<file path="src/ordered_list_with_delete_macros.svh">
// Assertion macros used by the list back end.
`ifndef ORDERED_LIST_WITH_DELETE_MACROS_SVH
`define ORDERED_LIST_WITH_DELETE_MACROS_SVH

`ifndef SYNTHESIS
// Same-cycle implication, checked on every rising edge outside reset.
`define OLWD_ASSERT_IMP(lbl, ante, cons, msg) \
	lbl: assert property (@(posedge clk) disable iff (!arst_n) (ante) |-> (cons)) \
		else $error(msg);
// Next-cycle implication, checked on every rising edge outside reset.
`define OLWD_ASSERT_NXT(lbl, ante, cons, msg) \
	lbl: assert property (@(posedge clk) disable iff (!arst_n) (ante) |=> (cons)) \
		else $error(msg);
`else
`define OLWD_ASSERT_IMP(lbl, ante, cons, msg)
`define OLWD_ASSERT_NXT(lbl, ante, cons, msg)
`endif

`endif

</file>
<file path="src/olwd_pkg.sv">
// Types, codes and defaults for the ordered list block.
package olwd_pkg;

	localparam int DEPTH_DEFAULT = 16;

	// command codes on the input word
	localparam logic [2:0] CMD_CLEAR     = 3'd0;
	localparam logic [2:0] CMD_APPEND    = 3'd1;
	localparam logic [2:0] CMD_REM_FIRST = 3'd2;
	localparam logic [2:0] CMD_REM_LAST  = 3'd3;
	localparam logic [2:0] CMD_REM_VALUE = 3'd4;

	// status codes on the result word
	localparam logic [1:0] STAT_DONE      = 2'd0;
	localparam logic [1:0] STAT_EMPTY     = 2'd1;
	localparam logic [1:0] STAT_NOT_FOUND = 2'd2;
	localparam logic [1:0] STAT_FULL      = 2'd3;

	typedef struct packed {
		logic [2:0]         command;
		logic signed [31:0] value;
	} cmd_t;

	typedef struct packed {
		logic [1:0] status;
		logic [4:0] entry_count;
	} rsp_t;

	// decoded operation, as held in the queue
	typedef enum logic [2:0] {
		OP_CLEAR,
		OP_APPEND,
		OP_REM_FIRST,
		OP_REM_LAST,
		OP_REM_VALUE,
		OP_NONE
	} op_t;

	typedef struct packed {
		op_t         op;
		logic [31:0] value;
	} qent_t;

	typedef enum logic [2:0] {
		S_IDLE,
		S_SCAN_RD,
		S_SCAN_EV,
		S_SHIFT_RD,
		S_SHIFT_WR
	} state_t;

	function automatic op_t decode(input logic [2:0] command);
		op_t op;
		case (command)
			CMD_CLEAR:     op = OP_CLEAR;
			CMD_APPEND:    op = OP_APPEND;
			CMD_REM_FIRST: op = OP_REM_FIRST;
			CMD_REM_LAST:  op = OP_REM_LAST;
			CMD_REM_VALUE: op = OP_REM_VALUE;
			default:       op = OP_NONE;
		endcase
		return op;
	endfunction

endpackage

</file>
<file path="src/olwd_front.sv">
// Front end: takes command words, decodes them and queues them for the back end.
module olwd_front (
	input  logic                clk,
	input  logic                arst_n,
	input  logic                cmd_valid,
	output logic                cmd_ready,
	input  olwd_pkg::cmd_t      cmd,
	output logic                q_valid,
	input  logic                q_pop,
	output olwd_pkg::qent_t     q_head
);

	// two-entry queue
	olwd_pkg::qent_t slot_q [2];
	logic            wr_ptr_q;
	logic            rd_ptr_q;
	logic [1:0]      fill_q;
	logic            push;
	logic            pop;

	assign cmd_ready = (fill_q != 2'd2);
	assign push      = cmd_valid && cmd_ready;
	assign q_valid   = (fill_q != 2'd0);
	assign pop       = q_pop && q_valid;
	assign q_head    = slot_q[rd_ptr_q];

	always_ff @(posedge clk) begin
		if (push) begin
			slot_q[wr_ptr_q].op    <= olwd_pkg::decode(cmd.command);
			slot_q[wr_ptr_q].value <= cmd.value;
		end
	end

	always_ff @(posedge clk or negedge arst_n) begin
		if (!arst_n) begin
			wr_ptr_q <= 1'b0;
			rd_ptr_q <= 1'b0;
			fill_q   <= 2'd0;
		end else begin
			if (push) wr_ptr_q <= ~wr_ptr_q;
			if (pop)  rd_ptr_q <= ~rd_ptr_q;
			case ({push, pop})
				2'b10:   fill_q <= fill_q + 2'd1;
				2'b01:   fill_q <= fill_q - 2'd1;
				default: fill_q <= fill_q;
			endcase
		end
	end

endmodule

</file>
<file path="src/olwd_back.sv">
// Back end: list store, command sequencer and result register.
`include "ordered_list_with_delete_macros.svh"

module olwd_back #(
	parameter int DEPTH = olwd_pkg::DEPTH_DEFAULT
) (
	input  logic             clk,
	input  logic             arst_n,
	input  logic             q_valid,
	output logic             q_pop,
	input  olwd_pkg::qent_t  q_head,
	output logic             rsp_valid,
	input  logic             rsp_ready,
	output olwd_pkg::rsp_t   rsp
);

	localparam int AW = (DEPTH > 1) ? $clog2(DEPTH) : 1;
	localparam int CW = $clog2(DEPTH + 1);

	logic [31:0]       mem [DEPTH];
	logic [31:0]       rdata_q;
	logic [31:0]       val_q;
	logic [AW-1:0]     idx_q;
	logic [CW-1:0]     count_q;
	logic              rsp_valid_q;
	olwd_pkg::rsp_t    rsp_q;
	olwd_pkg::state_t  state_q;
	olwd_pkg::state_t  state_d;

	// memory and control strobes
	logic              mem_we;
	logic [AW-1:0]     mem_wa;
	logic [31:0]       mem_wd;
	logic [AW-1:0]     mem_ra;
	logic              fin;
	logic [1:0]        fin_status;
	logic              cnt_inc;
	logic              cnt_dec;
	logic              cnt_clr;
	logic              idx_inc;
	logic              idx_clr;
	logic              load_val;

	logic              empty;
	logic              full;
	logic              take;
	logic [CW-1:0]     cnt_m1;
	logic              scan_last;
	logic              shift_last;
	logic              hit;
	logic [CW-1:0]     cnt_next;
	logic [31:0]       cnt_wide;

	assign empty      = (count_q == '0);
	assign full       = (count_q == CW'(DEPTH));
	assign take       = q_valid && !rsp_valid_q;
	assign cnt_m1     = count_q - CW'(1);
	assign scan_last  = (CW'(idx_q) == cnt_m1);
	assign shift_last = ((CW'(idx_q) + CW'(1)) == cnt_m1);
	assign hit        = (rdata_q == val_q);

	always_comb begin
		state_d = state_q;
		case (state_q)
			olwd_pkg::S_IDLE: begin
				if (take && !empty) begin
					if (q_head.op == olwd_pkg::OP_REM_VALUE) begin
						state_d = olwd_pkg::S_SCAN_RD;
					end else if (q_head.op == olwd_pkg::OP_REM_FIRST &&
							count_q != CW'(1)) begin
						state_d = olwd_pkg::S_SHIFT_RD;
					end
				end
			end
			olwd_pkg::S_SCAN_RD: state_d = olwd_pkg::S_SCAN_EV;
			olwd_pkg::S_SCAN_EV: begin
				if (hit) begin
					state_d = scan_last ? olwd_pkg::S_IDLE : olwd_pkg::S_SHIFT_RD;
				end else begin
					state_d = scan_last ? olwd_pkg::S_IDLE : olwd_pkg::S_SCAN_RD;
				end
			end
			olwd_pkg::S_SHIFT_RD: state_d = olwd_pkg::S_SHIFT_WR;
			olwd_pkg::S_SHIFT_WR: begin
				state_d = shift_last ? olwd_pkg::S_IDLE : olwd_pkg::S_SHIFT_RD;
			end
			default: state_d = olwd_pkg::S_IDLE;
		endcase
	end

	always_comb begin
		q_pop      = 1'b0;
		mem_we     = 1'b0;
		mem_wa     = idx_q;
		mem_wd     = rdata_q;
		mem_ra     = idx_q;
		fin        = 1'b0;
		fin_status = olwd_pkg::STAT_DONE;
		cnt_inc    = 1'b0;
		cnt_dec    = 1'b0;
		cnt_clr    = 1'b0;
		idx_inc    = 1'b0;
		idx_clr    = 1'b0;
		load_val   = 1'b0;
		case (state_q)
			olwd_pkg::S_IDLE: begin
				if (take) begin
					q_pop = 1'b1;
					case (q_head.op)
						olwd_pkg::OP_CLEAR: begin
							cnt_clr = 1'b1;
							fin     = 1'b1;
						end
						olwd_pkg::OP_APPEND: begin
							fin = 1'b1;
							if (full) begin
								fin_status = olwd_pkg::STAT_FULL;
							end else begin
								mem_we  = 1'b1;
								mem_wa  = count_q[AW-1:0];
								mem_wd  = q_head.value;
								cnt_inc = 1'b1;
							end
						end
						olwd_pkg::OP_REM_LAST: begin
							fin = 1'b1;
							if (empty) fin_status = olwd_pkg::STAT_EMPTY;
							else       cnt_dec    = 1'b1;
						end
						olwd_pkg::OP_REM_FIRST: begin
							if (empty) begin
								fin        = 1'b1;
								fin_status = olwd_pkg::STAT_EMPTY;
							end else if (count_q == CW'(1)) begin
								fin     = 1'b1;
								cnt_dec = 1'b1;
							end else begin
								idx_clr = 1'b1;
							end
						end
						olwd_pkg::OP_REM_VALUE: begin
							if (empty) begin
								fin        = 1'b1;
								fin_status = olwd_pkg::STAT_EMPTY;
							end else begin
								idx_clr  = 1'b1;
								load_val = 1'b1;
							end
						end
						default: fin = 1'b1;
					endcase
				end
			end
			olwd_pkg::S_SCAN_RD: mem_ra = idx_q;
			olwd_pkg::S_SCAN_EV: begin
				if (hit) begin
					if (scan_last) begin
						fin     = 1'b1;
						cnt_dec = 1'b1;
					end
				end else if (scan_last) begin
					fin        = 1'b1;
					fin_status = olwd_pkg::STAT_NOT_FOUND;
				end else begin
					idx_inc = 1'b1;
				end
			end
			olwd_pkg::S_SHIFT_RD: mem_ra = idx_q + AW'(1);
			olwd_pkg::S_SHIFT_WR: begin
				mem_we = 1'b1;
				mem_wa = idx_q;
				mem_wd = rdata_q;
				if (shift_last) begin
					fin     = 1'b1;
					cnt_dec = 1'b1;
				end else begin
					idx_inc = 1'b1;
				end
			end
			default: ;
		endcase
	end

	always_comb begin
		cnt_next = count_q;
		if (cnt_clr)      cnt_next = '0;
		else if (cnt_inc) cnt_next = count_q + CW'(1);
		else if (cnt_dec) cnt_next = cnt_m1;
	end
	assign cnt_wide = 32'(cnt_next);

	// list store, one write and one registered read per cycle
	always_ff @(posedge clk) begin
		if (mem_we) mem[mem_wa] <= mem_wd;
		rdata_q <= mem[mem_ra];
	end

	always_ff @(posedge clk) begin
		if (load_val) val_q <= q_head.value;
		if (fin) begin
			rsp_q.status      <= fin_status;
			rsp_q.entry_count <= cnt_wide[4:0];
		end
	end

	always_ff @(posedge clk or negedge arst_n) begin
		if (!arst_n) begin
			state_q     <= olwd_pkg::S_IDLE;
			count_q     <= '0;
			idx_q       <= '0;
			rsp_valid_q <= 1'b0;
		end else begin
			state_q <= state_d;
			count_q <= cnt_next;
			if (idx_clr)      idx_q <= '0;
			else if (idx_inc) idx_q <= idx_q + AW'(1);
			if (fin)            rsp_valid_q <= 1'b1;
			else if (rsp_ready) rsp_valid_q <= 1'b0;
		end
	end

	assign rsp_valid = rsp_valid_q;
	assign rsp       = rsp_q;

	`OLWD_ASSERT_IMP(a_count_bound, 1'b1, count_q <= CW'(DEPTH), "entry count above depth")
	`OLWD_ASSERT_IMP(a_pop_when_free, q_pop, state_q == olwd_pkg::S_IDLE && !rsp_valid_q, "command taken while busy")
	`OLWD_ASSERT_IMP(a_busy_no_result, state_q != olwd_pkg::S_IDLE, !rsp_valid_q, "result pending during a walk")
	`OLWD_ASSERT_NXT(a_count_only_on_fin, !fin, $stable(count_q), "count moved without a result")

endmodule

</file>
<file path="src/ordered_list_with_delete.sv">
// Top level of the ordered list: front end, command queue and back end.
//
//  channel | dir | handshake             | word
//  --------+-----+-----------------------+---------------------------------
//  cmd     | in  | cmd_valid / cmd_ready | olwd_pkg::cmd_t (command, value)
//  rsp     | out | rsp_valid / rsp_ready | olwd_pkg::rsp_t (status, count)
//
// Clear, append, remove-last, unknown codes and commands on an empty list finish from
// the idle state; remove-first shifts later entries down in the list store, remove-value
// scans for the value and then shifts, each step a read followed by a compare or write.
// Reset empties the list at once; no sweep of the store is needed.
// The two-word front queue keeps taking commands, as long as a word is free, while
// the back end walks the store or a result waits in the output register for rsp_ready.
// The back end takes the next queued command only once the previous result has gone.
module ordered_list_with_delete #(
	parameter int DEPTH = olwd_pkg::DEPTH_DEFAULT
) (
	input  logic            clk,
	input  logic            arst_n,
	input  logic            cmd_valid,
	output logic            cmd_ready,
	input  olwd_pkg::cmd_t  cmd,
	output logic            rsp_valid,
	input  logic            rsp_ready,
	output olwd_pkg::rsp_t  rsp
);

	// queue head towards the back end
	logic            q_valid;
	logic            q_pop;
	olwd_pkg::qent_t q_head;

	// front: decode and buffer up to two command words
	olwd_front u_front (
		.clk       (clk),
		.arst_n    (arst_n),
		.cmd_valid (cmd_valid),
		.cmd_ready (cmd_ready),
		.cmd       (cmd),
		.q_valid   (q_valid),
		.q_pop     (q_pop),
		.q_head    (q_head)
	);

	// back: list store, walk sequencer and result register
	olwd_back #(
		.DEPTH (DEPTH)
	) u_back (
		.clk       (clk),
		.arst_n    (arst_n),
		.q_valid   (q_valid),
		.q_pop     (q_pop),
		.q_head    (q_head),
		.rsp_valid (rsp_valid),
		.rsp_ready (rsp_ready),
		.rsp       (rsp)
	);

endmodule
</file>
<file path="config.mk">
export PLATFORM = sky130hd
export DESIGN_NAME = ordered_list_with_delete
export DESIGN_NICKNAME = d
export VERILOG_FILES = /design/src/olwd_pkg.sv /design/src/olwd_front.sv /design/src/olwd_back.sv /design/src/ordered_list_with_delete.sv
export VERILOG_INCLUDE_DIRS = /design/src /design/src/src
export SDC_FILE = /design/constraint.sdc
export NUM_CORES = 1
export LEC_CHECK = 0
export BUFFER_PORTS_ARGS = -buffer_cell sky130_fd_sc_hd__buf_2
export CAP_MARGIN = 30
export CORE_UTILIZATION = 56
export CTS_BUF_LIST = sky130_fd_sc_hd__clkbuf_8 sky130_fd_sc_hd__clkbuf_16
export CTS_CLUSTER_SIZE = 40
export DETAILED_ROUTE_END_ITERATION = 8
export PLACE_DENSITY = 0.76
export SLEW_MARGIN = 20
export SYNTH_ARGS = -nofsm -noshare
export SYNTH_HDL_FRONTEND = slang
export SYNTH_SLANG_ARGS = --single-unit
</file>
<file path="constraint.sdc">
create_clock -name clk -period 3.6 [get_ports clk]
set_input_delay 0.36 -clock clk [delete_from_list [all_inputs] [get_ports clk]]
set_output_delay 0.36 -clock clk [all_outputs]
set_load 0.02 [all_outputs]
</file>
==> flow_summary.yaml, run 1 <==
worst_setup_path:
  timing.reg2reg.worst_path_depth: 10
  critPathTopFamily: "simple AND/OR/NAND/NOR gates"
  critical-path-slowest-cell: "sky130_fd_sc_hd__dfrtp_1"
  arrival_time_reported_for_the_critical_path_endpoint_ns: 3.52
  crit-reg2reg-capture: "u_back.mem[5][7]$_DFFE_PP_"
  worstSetupPathDepth: 10
  slowest_delay_ns: 0.48
  setup.worst_path.end_class: "register"
  cp-start-kind: "register"
  critical_path.max_fanout: 21
  worst_reg2reg_path_startpoint: "u_back.state_q[2]$_DFFE_PN0P_"
  critical_path.startpoint: "u_back.state_q[2]$_DFFE_PN0P_"
  crit_chain: "or3_1, nor3_1, buf_4, nand3b_1, buf_4, nor3b_1, a31oi_1, buf_2, nor2_4, buf_4"
  critical-path-top-cell-by-count: "sky130_fd_sc_hd__buf_4"
  r2r_setup_slack_ns: 0.34
  worst_ep_required_time_ns: 3.86
  worst_setup_path_endpoint: "u_back.mem[5][7]$_DFFE_PP_"
  worstSetupPathType: "reg -> reg"
  crit_buf_inv: 4
clock_network:
  cts_max_path_buffers: 3
  cts-htree-levels: 2
  clk-insertion-delay-late_ns: 0.62
  cts_made_buffers: 61
  clkSlewWorstSetupHoldPaths_ns: 0.06
  cts_tree: "yes"
  ctsRootBufferMaster: "sky130_fd_sc_hd__clkbuf_16"
  postCtsResizedCells: 0
  clock_sink_count: 670
power:
  internal_power_mw: 17.8
  power.switching_mw: 7.36
  p_comb_frac: 0.305
  total_leakage_power_nw: 9.75
  p_per_area_nw_per_um2: 840
  clockPowerShare: 0.267
  sequentialPowerShare: 0.428
  totalPowerFinal_mw: 25.1
  power.share.switching: 0.293
  vdd_drop_max_mv: 0.595
synth:
  yosysWarningCount: 0
  syn-num-nets: 1240
  yosys.cell_types.count: 59
  async_flop_share: 0.0254
  syn_avg_cell_area_um2: 21.7
  synth-main-ff-cell: "sky130_fd_sc_hd__edfxtp_1"
  synth-edff-count: 621
  ys_seq_elements: 670
  synth_sequential_area_ratio: 0.759
  synth_area_um2: 26000
  synth_cells: 1195
global_route:
  gr-usage-all-layers: 0.243
  grt.overflow.total: 0
  grt_pass1_vias: 12900
  grt_first_pass_wirelength_um: 82600
  grt_max_degree: 77
  antenna_found_initial: 0
floorplan:
  core_area_um2: 45600
  fp.dieW_um: 217
  initial_utilization: 0.570
  die_h_um: 217
  floorplan.io_pins: 48
  floorplan.rows: 78
  fp.dieArea_um2: 47200
detailed_routing:
  wl_per_cell_um: 27.6
  dr.first_iter.drc_count: 1390
  drt-pass1-iter-count: 5
  via_total_after_detailed_routing: 12500
  drt_drc_violations_left: 0
  final_antenna_net_count: 0
  vias_cell: 6.28
  aggregate_routed_wire_length_um: 55000
sta:
  timing.max_slew.rel_slack: 0.386
  rsz0062_at_grt: "no"
  timing_max_transition_violations_final: 0
  finalCriticalPeriod_ns: 3.26
  fmax_mhz: 307
  max_slew.worst_pin.slew_ns: 0.917
  final_min_period_over_clock_period: 0.906
  fin_skew_ns: 0.0217
  setup_viol: 0
  final_hold_viol_count: 0
placement:
  io_buffers: 47
  dp_hpwl_um: 31100
  globalplace.congestion: 0.842
layout:
  insertedDiodeCount: 0
  sequential_cell_area_in_the_final_layout_um2: 19700
  layout.cells.most_common: "sky130_fd_sc_hd__edfxtp_1"
  post-route-util: 0.656
  synthToLayoutAreaGrowth_pct: 15.2
  post_route_cells_drive_above_1_share: 0.330
  count_of_nets_after_finishing: 1387
  multi_input_comb_area_um2: 6100
  num-fill-cells: 2805
  layout.cells.most_common_list: "621 x sky130_fd_sc_hd__edfxtp_1, 160 x sky130_fd_sc_hd__mux4_2, 65 x sky130_fd_sc_hd__mux2_2"
flow_run:
  maxCapViolCount: 0
run_status:
  outcome: "finished, final reports clean"
hold_path:
  type_of_the_tightest_min_delay_check: "in -> reg"
## state kept, by name (all words and copies together) (netlist names)
name	cells
u_back.count_q	5
u_front.slot_q	70
u_back.val_q	32
u_back.rdata_q	32
u_back.mem	512
u_back.rsp_valid	1
u_front.wr_ptr_q	1
u_back.idx_q	4
u_back.rsp	7
u_front.fill_q	2
u_back.state_q	3
u_front.rd_ptr_q	1
## synthesized netlist by cell type, drive strengths merged, types with 7 or more instances
cell type,instances,area [um^2]
xnor2,14,123
xor2,40,350
clkbuf,25,93.8
nor2,27,101
a21oi,9,45.0
buf,32,210
nand3,9,45.0
dfrtp,17,425
nor4,10,62.6
mux4,160,3600
mux2,65,732
edfxtp,621,18600
a31oi,7,43.8
o21ai,10,50.1
nor3,12,60.1
inv,8,30.0
dfxtp,32,641
nand2,20,75.1
## timing repair
| action | in CTS | in global routing |
|---|---|---|
| buffers inserted | 0 | 0 |
| hold buffers | 34 | 0 |
| hold endpoints to repair | 83 | 0 |
## how the worst min path moves through the flow
| stage | depth (start not counted) | slack, ns | start | endpoint |
|---|---|---|---|---|
| 6_report | 2 | 0.03 | cmd[32] | u_front.slot_q[0][32]$_DFFE_PP_ |
| 5_1_grt | 2 | 0.04 | cmd[32] | u_front.slot_q[0][32]$_DFFE_PP_ |
| 4_1_cts | 2 | 0.0005 | cmd[32] | u_front.slot_q[0][32]$_DFFE_PP_ |
| 3_5_place_dp | 1 | 0.31 | arst_n | u_back.count_q[2]$_DFF_PN0_ |
| 3_3_place_gp | 1 | 0.31 | arst_n | u_back.count_q[4]$_DFF_PN0_ |
| 2_1_floorplan | 0 | 0.06 | arst_n | u_back.count_q[0]$_DFF_PN0_ |
## stage by stage
step / hold slack [ns] / setup slack, ns / std cells / area (um^2) / TNS [ns]
final: 0.0277 / 0.340 / 1993 / 29900 / 0
after global routing: 0.0446 / 0.139 / 1993 / 29900 / 0
after CTS: 0.000488 / 0.314 / 1991 / 29900 / 0
after detailed placement: 0.313 / 0.361 / 1843 / 27400 / 0
after global placement: 0.315 / 0.420 / 1842 / 27400 / 0
after floorplan: 0.0644 / -0.306 / 1195 / 26000 / -152.22
## cells by family (layout without fill, tap and decap cells)
group           count (synthesis)  in the layout  synth area share
simple gates                  115            115            0.0235
buf+inv                        65            263            0.0129
flops                         670            670             0.759
xor+xnor                       54             54            0.0182
fa+ha+maj                       6              6           0.00289
mux                           230            230             0.169
compound gates                 55             55            0.0145
## area by class of cell
cell class / count / area share
inverters: 8 / 0.00100
clock buffers: 76 / 0.0591
well taps: 600 / 0.0251
clock inverters: 38 / 0.0120
multi-input cells: 460 / 0.204
flip-flops and latches: 670 / 0.659
repair buffers: 141 / 0.0398
## power groups by stage
| stage | clock [mW] | sequential [mW] | combinational, mW |
|---|---|---|---|
| CTS | 6.81 | 10.8 | 7.72 |
| detailed placement | 0 | 10.9 | 7.63 |
| global route | 7.08 | 10.8 | 8.20 |
| finish | 6.70 | 10.8 | 7.66 |
| floorplan | 0 | 10.8 | 5.65 |
| global placement | 0 | 10.9 | 7.45 |
## per-layer routing
layer  track usage  routed length (um)
met5       0.00417                   0
met4        0.0817                1530
met3        0.0491                4490
met2         0.388               26700
met1         0.339               22300
Power figures use the tool's default switching activity.
==> run 2, diff against run 1 <==
--- a/config.mk
+++ b/config.mk
@@ -8,11 +8,11 @@
 export LEC_CHECK = 0
 export BUFFER_PORTS_ARGS = -buffer_cell sky130_fd_sc_hd__buf_2
 export CAP_MARGIN = 30
-export CORE_UTILIZATION = 56
+export CORE_UTILIZATION = 62
 export CTS_BUF_LIST = sky130_fd_sc_hd__clkbuf_8 sky130_fd_sc_hd__clkbuf_16
 export CTS_CLUSTER_SIZE = 40
 export DETAILED_ROUTE_END_ITERATION = 8
-export PLACE_DENSITY = 0.76
+export PLACE_DENSITY = 0.8
 export SLEW_MARGIN = 20
 export SYNTH_ARGS = -nofsm -noshare
 export SYNTH_HDL_FRONTEND = slang
==> constraint.sdc (replaced) <==
create_clock -name clk -period 3.5 [get_ports clk]
set_input_delay 0.35 -clock clk [delete_from_list [all_inputs] [get_ports clk]]
set_output_delay 0.35 -clock clk [all_outputs]
set_load 0.02 [all_outputs]
==> run 2 against run 1 <==
Effect of this change: the flow now finishes with violations (design-rule violations); worst hold slack improved by 0.027 ns; utilization increased by 7.3 points; non-clock buffer count grew 13; flip-flop and latch count stayed put; critical path depth shrank 1; sequential share of layout area is 0.13 points lower; clock skew rose by 0.0066 ns; total power is 4.0% higher; via count rose by 3.3%; cell count fell by 2.4%.
==> flow_summary.yaml, run 2 (synthesis results as in run 1) <==
detailed_routing:
  wl_per_cell_um: 30.8
  drt-pass1-iter-count: 7
  vias_cell: 6.65
  final_antenna_net_count: 0
  dr.first_iter.drc_count: 1628
  drt_drc_violations_left: 5
  via_total_after_detailed_routing: 12900
  aggregate_routed_wire_length_um: 60000
global_route:
  grt_max_degree: 36
  met3_usage: 0.0568
  grt_util_met2: 0.477
  globalRoute.busiestLayer: "met2"
  grt_pass1_vias: 13400
  grt.overflow.total: 0
  met1_usage: 0.394
  antenna_found_initial: 0
  grt_first_pass_wirelength_um: 86700
  gr-usage-all-layers: 0.294
placement:
  io_buffers: 47
  globalplace.congestion: 0.951
  place_area_um2: 27500
  dp_hpwl_um: 33000
  place_worst_setup_slack_ns: 0.337
clock_network:
  cts_tree: "yes"
  cts_made_buffers: 67
  ctsRootBufferMaster: "sky130_fd_sc_hd__clkbuf_16"
  post_cts.repair.setup_buffers: 0
  clk-insertion-delay-late_ns: 0.60
  clock_sink_count: 670
  cts-htree-levels: 3
  clkSlewWorstSetupHoldPaths_ns: 0.06
  postCtsResizedCells: 0
  cts_max_path_buffers: 3
run_status:
  failed_checks: "design-rule violations"
  outcome: "finished, violations left"
worst_setup_path:
  critical_path.max_fanout: 15
  r2r_setup_slack_ns: 0.23
  arrival_time_reported_for_the_critical_path_endpoint_ns: 3.52
  cp-start-kind: "register"
  worst_ep_required_time_ns: 3.75
  timing.reg2reg.worst_path_depth: 9
  setup.worst_path.end_class: "register"
  worst_reg2reg_path_startpoint: "u_back.count_q[0]$_DFF_PN0_"
  crit-reg2reg-capture: "u_back.mem[3][17]$_DFFE_PP_"
  worstSetupPathType: "reg -> reg"
power:
  total_leakage_power_nw: 9.86
  p_comb_frac: 0.313
  p_per_area_nw_per_um2: 872
  power.share.switching: 0.299
  clockPowerShare: 0.263
  power.switching_mw: 7.81
  vdd_drop_max_mv: 0.609
  sequentialPowerShare: 0.424
  internal_power_mw: 18.3
hold_path:
  worst_hold_path.endpoint: "u_front.slot_q[0][32]$_DFFE_PP_"
  type_of_the_tightest_min_delay_check: "in -> reg"
  hold_path_depth: 2
  worstHoldStart: "cmd[32]"
floorplan:
  core_area_um2: 41100
  initial_utilization: 0.632
  fp.dieW_um: 207
  die_h_um: 207
  floorplan.io_pins: 48
  fp.dieArea_um2: 42700
  floorplan.rows: 74
sta:
  fin_tns_setup_ns: 0
  timing.max_slew.rel_slack: 0.327
  timing_max_transition_violations_final: 0
  final_min_period_over_clock_period: 0.934
  setup_viol: 0
  timing.final.ws_setup_ns: 0.230
  fmax_mhz: 306
  max_slew.worst_pin.slew_ns: 1.00
  rsz0062_at_grt: "no"
  fin_skew_ns: 0.0283
  finalCriticalPeriod_ns: 3.27
  final_hold_viol_count: 0
layout:
  largest_registers: "u_back.mem: 512 flops, u_front.slot_q: 70 flops"
  largest-register: "u_back.mem"
  layout.cells.most_common_list: "621 x sky130_fd_sc_hd__edfxtp_1, 160 x sky130_fd_sc_hd__mux4_2, 67 x sky130_fd_sc_hd__clkbuf_16"
  stdcell_area_um2: 30000
  count_of_nets_after_finishing: 1406
  insertedDiodeCount: 0
  layout.cells.most_common: "sky130_fd_sc_hd__edfxtp_1"
  largest_register_ff_count: 512
  synthToLayoutAreaGrowth_pct: 15.4
  post_route_cells_drive_above_1_share: 0.332
flow_run:
  maxCapViolCount: 0
==> run 2: critical path: stages, from the launching register on <==
cell and delay [ns]:
sky130_fd_sc_hd__dfrtp_1 0.54, sky130_fd_sc_hd__inv_1 0.17, sky130_fd_sc_hd__ha_1 0.24, sky130_fd_sc_hd__nor4bb_1 0.15
sky130_fd_sc_hd__nand3b_1 0.52, sky130_fd_sc_hd__nor3_1 0.45, sky130_fd_sc_hd__o21ai_0 0.16, sky130_fd_sc_hd__buf_4 0.21
sky130_fd_sc_hd__nor2_4 0.13, sky130_fd_sc_hd__buf_4 0.35
==> run 2: per-layer routing <==
metal  up-vias  share of wire
li1       5301              -
met2       736           0.50
met4         0          0.041
met1      6750           0.38
met3       145          0.084
met5         -              0
==> run 2: stage by stage <==
step | power, mW | instances | hold slack (ns) | util
5_1_grt | 27.1 | 1946 | 0.0604 | 0.729
6_report | 26.1 | 1946 | 0.0551 | 0.729
3_5_place_dp | 19.3 | 1789 | 0.310 | 0.670
3_3_place_gp | 19.0 | 1788 | 0.302 | 0.669
4_1_cts | 26.3 | 1945 | 0.0389 | 0.729
2_1_floorplan | 16.9 | 1195 | 0.0544 | -
==> run 2: how the worst max path moves through the flow <==
stage	endpoint	start	slack [ns]
floorplan	u_back.mem[12][0]$_DFFE_PP_	u_back.count_q[0]$_DFF_PN0_	-0.41
finish	u_back.mem[3][17]$_DFFE_PP_	u_back.count_q[0]$_DFF_PN0_	0.23
CTS	u_back.mem[13][15]$_DFFE_PP_	u_back.state_q[2]$_DFFE_PN0P_	0.29
global placement	u_back.mem[13][18]$_DFFE_PP_	u_back.state_q[2]$_DFFE_PN0P_	0.39
detailed placement	u_back.mem[13][18]$_DFFE_PP_	u_back.state_q[2]$_DFFE_PN0P_	0.34
global route	u_back.mem[13][15]$_DFFE_PP_	u_back.state_q[2]$_DFFE_PN0P_	0.05
==> run 2: cell type report <==
type | count | area (um^2)
flip-flops and latches | 670 | 19700
fillers | 2224 | 11100
multi-input cells | 460 | 6100
clock buffers | 69 | 1700
repair buffers | 154 | 1360
well taps | 532 | 666
clock inverters | 53 | 399
inverters | 8 | 30.0
==> run 2: power by group through the flow <==
| stage | logic, mW | clock network (mW) | registers, mW |
|---|---|---|---|
| after floorplan | 5.81 | 0 | 11.1 |
| after global placement | 7.81 | 0 | 11.2 |
| after detailed placement | 8.06 | 0 | 11.2 |
| after CTS | 8.23 | 6.97 | 11.1 |
| after global routing | 8.69 | 7.26 | 11.1 |
| final | 8.18 | 6.88 | 11.1 |
==> run 2: timing repair <==
item / in CTS / in global routing
setup endpoints to repair: 0 / 0
hold endpoints to repair: 83 / 0
hold buffers: 34 / 0
